==> config.mk <==
export PLATFORM = sky130hd
export DESIGN_NAME = alpha_blend_pixel_compositor
export DESIGN_NICKNAME = d
export VERILOG_FILES = /design/src/hw/rtl/abpc_pkg.sv /design/src/hw/rtl/abpc_regs.sv /design/src/hw/rtl/alpha_blend_pixel_compositor.sv
export VERILOG_INCLUDE_DIRS = /design/src /design/src/hw/rtl
export SDC_FILE = /design/constraint.sdc
export NUM_CORES = 2
export LEC_CHECK = 0
export ABC_AREA = 1
export BUFFER_PORTS_ARGS = -buffer_cell sky130_fd_sc_hd__buf_2
export CAP_MARGIN = 20
export CORE_ASPECT_RATIO = 0.5
export CORE_MARGIN = 5
export CORE_UTILIZATION = 40
export CTS_CLUSTER_SIZE = 8
export DETAILED_ROUTE_END_ITERATION = 12
export SYNTH_ARGS = -nofsm -noshare
export SYNTH_HDL_FRONTEND = slang
export SYNTH_SLANG_ARGS = --single-unit
==> constraint.sdc <==
create_clock -name i_clk -period 10.05 [get_ports i_clk]
set_input_delay 0 -clock i_clk [delete_from_list [all_inputs] [get_ports i_clk]]
set_output_delay 0 -clock i_clk [all_outputs]
set_load 0.01 [all_outputs]
==> src/hw/rtl/alpha_blend_pixel_compositor_assert.svh <==
// ----------------------------------------------------------------------------
// Assertion macros
// Shared concurrent assertion forms for the pixel compositor.
// ----------------------------------------------------------------------------
`ifndef ALPHA_BLEND_PIXEL_COMPOSITOR_ASSERT_SVH
`define ALPHA_BLEND_PIXEL_COMPOSITOR_ASSERT_SVH

// same-cycle implication, disabled in reset
`define ABPC_ASSERT_SAME(label, clk, rst_n, cond, prop, msg) \
    label: assert property (@(posedge clk) disable iff (!rst_n) (cond) |-> (prop)) \
        else $error(msg);

// next-cycle implication, disabled in reset
`define ABPC_ASSERT_NEXT(label, clk, rst_n, cond, prop, msg) \
    label: assert property (@(posedge clk) disable iff (!rst_n) (cond) |=> (prop)) \
        else $error(msg);

`endif

==> src/hw/rtl/abpc_pkg.sv <==
// ----------------------------------------------------------------------------
// abpc_pkg
// Types and constants shared by the pixel compositor modules.
// ----------------------------------------------------------------------------
`default_nettype none

package abpc_pkg;

    localparam int PIX_W     = 32;
    localparam int LANE_W    = 8;
    localparam int LANES     = PIX_W / LANE_W;
    localparam int HIGH_SH   = 24;
    localparam int ADDR_W    = 4;
    localparam int APB_W     = 32;

    localparam logic [LANE_W-1:0] LANE_MAX = 8'hff;

    // register indexes (paddr[3:2])
    localparam logic [1:0] REG_ALPHA_POS  = 2'd0;
    localparam logic [1:0] REG_TINT_MODE  = 2'd1;
    localparam logic [1:0] REG_TINT_COLOR = 2'd2;

    // alpha position codes
    localparam logic [1:0] POS_NONE = 2'd0;
    localparam logic [1:0] POS_LOW  = 2'd1;
    localparam logic [1:0] POS_HIGH = 2'd2;

    // per-pixel action
    localparam logic [1:0] ACT_SKIP  = 2'd0;
    localparam logic [1:0] ACT_COPY  = 2'd1;
    localparam logic [1:0] ACT_BLEND = 2'd2;

    typedef struct packed {
        logic [1:0]       alpha_pos;
        logic             tint_mode;
        logic [PIX_W-1:0] tint_color;
    } t_cfg;

    function automatic logic has_alpha(input logic [1:0] pos);
        has_alpha = (pos == POS_LOW) || (pos == POS_HIGH);
    endfunction

    function automatic logic [LANE_W-1:0] alpha_of(input logic [1:0] pos,
                                                   input logic [PIX_W-1:0] pix);
        if (pos == POS_HIGH) begin
            alpha_of = pix[HIGH_SH +: LANE_W];
        end else begin
            alpha_of = pix[LANE_W-1:0];
        end
    endfunction

endpackage

`default_nettype wire

==> src/hw/rtl/abpc_regs.sv <==
// ----------------------------------------------------------------------------
// abpc_regs
// APB register file holding alpha position, tint mode and tint color.
// ----------------------------------------------------------------------------
`default_nettype none

module abpc_regs (
    input  wire logic                       i_clk,
    input  wire logic                       i_rst_n,
    input  wire logic                       psel,
    input  wire logic                       penable,
    input  wire logic                       pwrite,
    input  wire logic [abpc_pkg::ADDR_W-1:0] paddr,
    input  wire logic [abpc_pkg::APB_W-1:0]  pwdata,
    output logic      [abpc_pkg::APB_W-1:0]  prdata,
    output logic                            pready,
    output abpc_pkg::t_cfg                  o_cfg
);
    import abpc_pkg::*;

    t_cfg       r_cfg;
    t_cfg       n_cfg;
    logic       wr_en;
    logic [1:0] idx;

    assign idx    = paddr[3:2];
    assign pready = 1'b1;
    assign wr_en  = psel & penable & pwrite & pready;

    always_comb begin
        n_cfg = r_cfg;
        if (wr_en) begin
            case (idx)
                REG_ALPHA_POS:  n_cfg.alpha_pos  = pwdata[1:0];
                REG_TINT_MODE:  n_cfg.tint_mode  = pwdata[0];
                REG_TINT_COLOR: n_cfg.tint_color = pwdata[PIX_W-1:0];
                default:        n_cfg = r_cfg;
            endcase
        end
    end

    always_ff @(posedge i_clk) begin
        if (!i_rst_n) begin
            r_cfg <= '0;
        end else begin
            r_cfg <= n_cfg;
        end
    end

    always_comb begin
        case (idx)
            REG_ALPHA_POS:  prdata = {{(APB_W-2){1'b0}}, r_cfg.alpha_pos};
            REG_TINT_MODE:  prdata = {{(APB_W-1){1'b0}}, r_cfg.tint_mode};
            REG_TINT_COLOR: prdata = r_cfg.tint_color;
            default:        prdata = '0;
        endcase
    end

    assign o_cfg = r_cfg;

endmodule

`default_nettype wire

==> src/hw/rtl/alpha_blend_pixel_compositor.sv <==
// Pixel compositor: one source/destination pair in per beat, one result pixel
// plus write enable out per beat, in order. A new pixel is taken every clock
// unless output back-pressure stalls the whole pipeline (without loss). There
// are four register stages: alpha scaling multiply, action decode, per-lane
// multiplies, lane sum and select. Configure only while idle.
// ----------------------------------------------------------------------------
// alpha_blend_pixel_compositor
// Source-over blend of 32-bit pixels with copy and tint modes.
// ----------------------------------------------------------------------------
`default_nettype none
`include "alpha_blend_pixel_compositor_assert.svh"

module alpha_blend_pixel_compositor (
    input  wire logic                        i_clk,
    input  wire logic                        i_rst_n,
    // beat in: [31:0] source_pixel, [63:32] dest_pixel
    input  wire logic                        i_s_tvalid,
    output logic                             o_s_tready,
    input  wire logic [2*abpc_pkg::PIX_W-1:0] i_s_tdata,
    // beat out: [31:0] result_pixel
    output logic                             o_m_tvalid,
    input  wire logic                        i_m_tready,
    output logic      [abpc_pkg::PIX_W-1:0]   o_m_tdata,
    // [0] write_enable
    output logic                             o_m_tuser,
    input  wire logic                        psel,
    input  wire logic                        penable,
    input  wire logic                        pwrite,
    input  wire logic [abpc_pkg::ADDR_W-1:0]  paddr,
    input  wire logic [abpc_pkg::APB_W-1:0]   pwdata,
    output logic      [abpc_pkg::APB_W-1:0]   prdata,
    output logic                             pready
);
    import abpc_pkg::*;

    t_cfg cfg;

    abpc_regs u_regs (
        .i_clk   (i_clk),
        .i_rst_n (i_rst_n),
        .psel    (psel),
        .penable (penable),
        .pwrite  (pwrite),
        .paddr   (paddr),
        .pwdata  (pwdata),
        .prdata  (prdata),
        .pready  (pready),
        .o_cfg   (cfg)
    );

    logic en1, en2, en3, en4;
    logic r_v1, r_v2, r_v3, r_v4;

    assign en4 = !r_v4 || i_m_tready;
    assign en3 = !r_v3 || en4;
    assign en2 = !r_v2 || en3;
    assign en1 = !r_v1 || en2;
    assign o_s_tready = en1;

    always_ff @(posedge i_clk) begin
        if (!i_rst_n) begin
            r_v1 <= 1'b0;
            r_v2 <= 1'b0;
            r_v3 <= 1'b0;
            r_v4 <= 1'b0;
        end else begin
            if (en1) r_v1 <= i_s_tvalid;
            if (en2) r_v2 <= r_v1;
            if (en3) r_v3 <= r_v2;
            if (en4) r_v4 <= r_v3;
        end
    end

    // stage 1: capture, scale source alpha by tint alpha
    logic [PIX_W-1:0]    r_src1, r_dst1;
    logic [LANE_W-1:0]   r_a1;
    logic [2*LANE_W-1:0] r_prod1;
    logic [LANE_W-1:0]   in_a, tint_a;

    assign in_a   = alpha_of(cfg.alpha_pos, i_s_tdata[PIX_W-1:0]);
    assign tint_a = alpha_of(cfg.alpha_pos, cfg.tint_color);

    always_ff @(posedge i_clk) begin
        if (en1) begin
            r_src1  <= i_s_tdata[PIX_W-1:0];
            r_dst1  <= i_s_tdata[2*PIX_W-1:PIX_W];
            r_a1    <= in_a;
            r_prod1 <= (2*LANE_W)'(in_a) * (2*LANE_W)'(tint_a);
        end
    end

    // stage 2: pick foreground, alpha and action
    logic [PIX_W-1:0]  r_fg2, r_dst2;
    logic [LANE_W-1:0] r_alpha2;
    logic [1:0]        r_act2;
    logic [PIX_W-1:0]  n_fg2;
    logic [LANE_W-1:0] n_alpha2;
    logic [1:0]        n_act2;
    logic [LANE_W-1:0] sa;

    assign sa = r_prod1[2*LANE_W-1:LANE_W];

    always_comb begin
        n_fg2    = r_src1;
        n_alpha2 = r_a1;
        n_act2   = ACT_SKIP;
        if (!cfg.tint_mode) begin
            if (!has_alpha(cfg.alpha_pos)) begin
                if (r_src1 != '0) n_act2 = ACT_COPY;
            end else if (r_a1 == LANE_MAX) begin
                n_act2 = ACT_COPY;
            end else if (r_a1 != '0) begin
                n_act2 = ACT_BLEND;
            end
        end else begin
            n_fg2    = cfg.tint_color;
            n_alpha2 = sa;
            if (!has_alpha(cfg.alpha_pos)) begin
                n_act2 = ACT_COPY;
            end else if (sa == LANE_MAX) begin
                n_act2 = ACT_COPY;
            end else if (sa != '0) begin
                n_act2 = ACT_BLEND;
            end
        end
    end

    always_ff @(posedge i_clk) begin
        if (en2) begin
            r_fg2    <= n_fg2;
            r_dst2   <= r_dst1;
            r_alpha2 <= n_alpha2;
            r_act2   <= n_act2;
        end
    end

    // stage 3: per-lane products
    logic [PIX_W-1:0]    r_fg3, r_dst3;
    logic [1:0]          r_act3;
    logic [2*LANE_W-1:0] r_pf3 [LANES];
    logic [2*LANE_W-1:0] r_pb3 [LANES];
    logic [LANE_W-1:0]   inv_a;

    assign inv_a = LANE_MAX - r_alpha2;

    always_ff @(posedge i_clk) begin
        if (en3) begin
            r_fg3  <= r_fg2;
            r_dst3 <= r_dst2;
            r_act3 <= r_act2;
            for (int i = 0; i < LANES; i++) begin
                r_pf3[i] <= (2*LANE_W)'(r_fg2[i*LANE_W +: LANE_W]) * (2*LANE_W)'(r_alpha2);
                r_pb3[i] <= (2*LANE_W)'(r_dst2[i*LANE_W +: LANE_W]) * (2*LANE_W)'(inv_a);
            end
        end
    end

    // stage 4: lane sums and result select
    logic [PIX_W-1:0]    r_res4;
    logic                r_we4;
    logic [PIX_W-1:0]    blend;
    logic [PIX_W-1:0]    n_res4;
    logic                n_we4;
    logic [2*LANE_W-1:0] lane_sum [LANES];

    always_comb begin
        for (int i = 0; i < LANES; i++) begin
            lane_sum[i] = r_pf3[i] + r_pb3[i];
            blend[i*LANE_W +: LANE_W] = lane_sum[i][2*LANE_W-1:LANE_W];
        end
    end

    always_comb begin
        case (r_act3)
            ACT_COPY: begin
                n_res4 = r_fg3;
                n_we4  = 1'b1;
            end
            ACT_BLEND: begin
                n_res4 = blend;
                n_we4  = 1'b1;
            end
            default: begin
                n_res4 = r_dst3;
                n_we4  = 1'b0;
            end
        endcase
    end

    always_ff @(posedge i_clk) begin
        if (en4) begin
            r_res4 <= n_res4;
            r_we4  <= n_we4;
        end
    end

    assign o_m_tvalid = r_v4;
    assign o_m_tdata  = r_res4;
    assign o_m_tuser  = r_we4;

    `ABPC_ASSERT_NEXT(a_accept_fills, i_clk, i_rst_n, i_s_tvalid && o_s_tready, r_v1,
        "accepted beat did not enter stage 1")
    `ABPC_ASSERT_SAME(a_blend_alpha, i_clk, i_rst_n, r_v2 && (r_act2 == ACT_BLEND),
        (r_alpha2 != '0) && (r_alpha2 != LANE_MAX), "blend with edge alpha")
    `ABPC_ASSERT_SAME(a_tint_noalpha, i_clk, i_rst_n,
        o_m_tvalid && cfg.tint_mode && !has_alpha(cfg.alpha_pos), o_m_tuser,
        "tint without alpha must write")

endmodule

`default_nettype wire
==> results.md <==
* Synth-to-Final Area Change at 13.7%
* Total wire length at 94900 um
* Vias at 28.3k
* Syn Area/Cell at 8.61 um2
* Comb pwr share at 52.9%
* Post-synthesis sequential area ratio at 33.2%
* Commonest non-fill, non-tap cell in the layout: inv_1
* H-tree Lvls at 2
* Slew margin rel. at 16.4%
* Pin count of the biggest net entering global routing at 80
* Highest-count cells in the layout ignoring fill and taps: inv_1, nand2_1, nor2_1, edfxtp_1, ha_1
* Setup TNS at 0 ns
* Synthesized flop and latch total at 420
* Die Wd at 439 um
* Synth Area in XOR/XNOR at 2.26%
* Simple-gate share of the synthesized area at 16.4%
* CTS Buf Count at 59
* Grt total ovfl at 0
* Post-DRT Antenna Nets at 0
* Layout Nets at 5359
* Sw Share at 42.3%
* Starting Density at 40.5%
* M1 GR Usage at 25.8%
* Multiplexer area fraction after synthesis at 0%
* Largest stage delay on the critical path at 0.70 ns
* Seq pwr share at 27.8%
* FF-to-FF setup slack at 4.47 ns
* Worst Max-Slew Pin Slew at 1.24 ns
* Netlist cell types at 43
* Hold Crit Class: input port to register
* Cell area power density at 222 mW/mm2
* Global-route layer with the greatest usage: met2
* Slew Limit Fails at 0
* Critical path data required time at 10.40 ns
* Routed len/inst at 16.3 um
* Setup Fix Bufs, Post-CTS at 0
* Die area at 0.0987 mm2
* Post-synthesis adder-cell area fraction at 30.4%
* Site Rows at 78
* Clk sink count at 420
* WS Path Type: register to register
* Most common cell on crit path: fa_1
* Post-CTS resize count at 0
* Vias per cell at 4.86
* Element type at the critical path end: register
* Placed wire-length estimate at 71100 um
* CTS tree: done
* Worst Skew at 0.0213 ns
* # hold bufs at CTS at 134
* Max Clock Freq at 179 MHz
* Detailed-route DRC error count at 0
* Initial DRT Pass Iterations at 8
* GR Util All Layers at 19.3%
* P_int at 5370 uW
* CP Max Fanout at 47
* Max_cap viols at 0
* Main combinational cell family by area after synthesis: adder cells
* Root Buffer: clkbuf_16
* Slowest-stage cell, CP: clkinv_1
* Mapped Area at 0.0369 mm2
* Die Y-Extent at 225 um
* Compound-Gate Fraction of Synth Area at 5.66%
* Initial antenna violation count at 5
* R2R cell count at 17
* Critical Path, Cell by Cell: buf_4, clkinv_1, nand2_1, fa_1, fa_1, inv_1, fa_1, inv_1, fa_1, inv_1, ha_1, nand2_1, nor2_1, a21oi_1, nor2_1, nor2_1, xor2_1
* Final period utilization at 55.5%
* Net Sw Power at 3930 uW
* R2r endpoint: r_pb3[0][13]
* Final Hold Viols at 0
* Layout cell share with drive strength beyond 1 at 6.14%
* Final setup violating endpoints at 0
* R2r startpoint: r_alpha2[6]
* Clock power frac at 19.3%
* Vias in the first global route at 29.1k
* Gate Count Post-Synth at 4281
* CP arrival at 5.93 ns
* Synth warn at 0
* Crit start category: register
* Worst-Skew Late Latency at 0.61 ns
* Core ar. at 0.0911 mm2
* Worst-path clk slew at 0.06 ns
* # IOs at 175
* CP Launch Point: r_alpha2[6]
* Status: finished, final reports clean
* Final Critical Period at 5.58 ns
* Clk buf depth at 3
* Buffers on Ports at 171
* Global-route wire length before repair at 152000 um
* P_leak at 0.0223 uW
* Fin util at 46.0%
* Initial DRC count at 2032
* GR Layer Usage met3 at 3.45%
* CP endpoint: r_pb3[0][13]
* Synthesized Nets at 5091
* Final GP Congestion at 0.895
* RSZ-0062 raised after global routing: no
* Met2 global-route usage at 31.7%
* Fill count at 8591
* VDD IR max at 0.000112 V
## per-layer routing
layer | vias up | part of all wire, % | wire (um)
met3 | 196 | 6.4 | 6110
met4 | 10 | 3.6 | 3450
met1 | 13557 | 44 | 42200
met2 | 761 | 45 | 43100
li1 | 13744 | - | -
met5 | - | 0.067 | 64
## synthesized netlist by cell type (all sizes together)
| library cell | n | area, um2 |
|---|---|---|
| xnor2 | 32 | 280 |
| o211ai | 6 | 45.0 |
| and3 | 1 | 6.26 |
| a211oi | 2 | 15.0 |
| and2 | 8 | 50.1 |
| nor4 | 8 | 50.1 |
| edfxtp | 381 | 11400 |
| o21bai | 12 | 90.1 |
| o21ai | 109 | 553 |
| clkinv | 4 | 15.0 |
| o221ai | 1 | 8.76 |
| a31oi | 1 | 6.26 |
| clkbuf | 98 | 400 |
| a21oi | 246 | 1230 |
| nor3 | 25 | 125 |
| fa | 323 | 6470 |
| nand2 | 880 | 3330 |
| dfxtp | 39 | 781 |
| xor2 | 63 | 552 |
| a21o | 6 | 45.0 |
| nand4 | 37 | 231 |
| ha | 380 | 4750 |
| o31ai | 1 | 7.51 |
| nor2 | 395 | 1490 |
| or2 | 7 | 43.8 |
| inv | 1042 | 3910 |
| nand3b | 13 | 97.6 |
| buf | 24 | 110 |
| conb | 1 | 3.75 |
| o311a | 1 | 10.0 |
| nand3 | 125 | 631 |
| o21a | 10 | 75.1 |
## registers in the layout, indices dropped and copies added (netlist names), 32 cells and up
name / cells
r_src1: 32
r_fg3: 32
r_dst1: 32
r_pb3: 64
r_fg2: 32
u_regs.o_cfg: 35
r_dst2: 32
r_dst3: 32
o_m_tdata: 32
r_pf3: 64
## area by class of cell
class,instances,area [um2],area share (%)
antenna,1,2.50,0.00597
clock buffer,85,1580,3.78
clock inverter,5,25.0,0.0597
inverter,1046,3940,9.39
multi-input combinational,2693,20200,48.2
sequential,420,12200,29.2
tap,1240,1550,3.70
timing repair buffer,329,2380,5.67
## power by group through the flow
stage | registers (uW) | clock network, uW | logic [uW]
floorplan | 2520 | 0 | 3810
global placement | 2620 | 0 | 4770
detailed placement | 2620 | 0 | 4850
CTS | 2590 | 1850 | 4950
global route | 2620 | 1920 | 5750
finish | 2590 | 1790 | 4920
## cells by family after synthesis
family	after synthesis
and+or+nand+nor	1499
adders and majority gates	703
AOI/OAI and AO/OA	395
DFF	420
buffers and inverters	1168
xor gates and xnor gates	95
other	1
## how the worst min path moves through the flow
stage,slack (ns),cells after the start,startpoint,to
2_1_floorplan,0.1,0,i_s_tdata[32],r_dst1[0]
3_3_place_gp,0.18,1,i_s_tdata[38],r_dst1[6]
3_5_place_dp,0.18,1,i_s_tdata[48],r_dst1[16]
4_1_cts,0.05,5,penable,u_regs.o_cfg[7]
5_1_grt,0.08,2,i_s_tdata[36],r_dst1[4]
6_report,0.10,2,i_s_tdata[53],r_dst1[21]
## critical path, delay by kind of cell (launching register included)
family	cells	cell delay, ns
compound gates	1	0.11
xor+xnor	1	0.15
fa+ha+maj	5	2.28
buf+inv	5	1.47
flops	1	0.56
simple gates	5	0.69
## stage by stage
stage | worst slack (ns) | total power (uW) | hold slack [ns] | instances | cell area [um2]
after detailed placement | 4.54 | 7470 | 0.178 | 5593 | 38900
after CTS | 4.51 | 9380 | 0.0502 | 5817 | 41900
after global placement | 4.51 | 7390 | 0.177 | 5593 | 38900
after global routing | 4.23 | 10300 | 0.0812 | 5818 | 41900
after floorplan | 2.35 | 6330 | 0.0989 | 4281 | 36900
final | 4.47 | 9310 | 0.102 | 5819 | 41900
(Power assumes the default switching activity.)
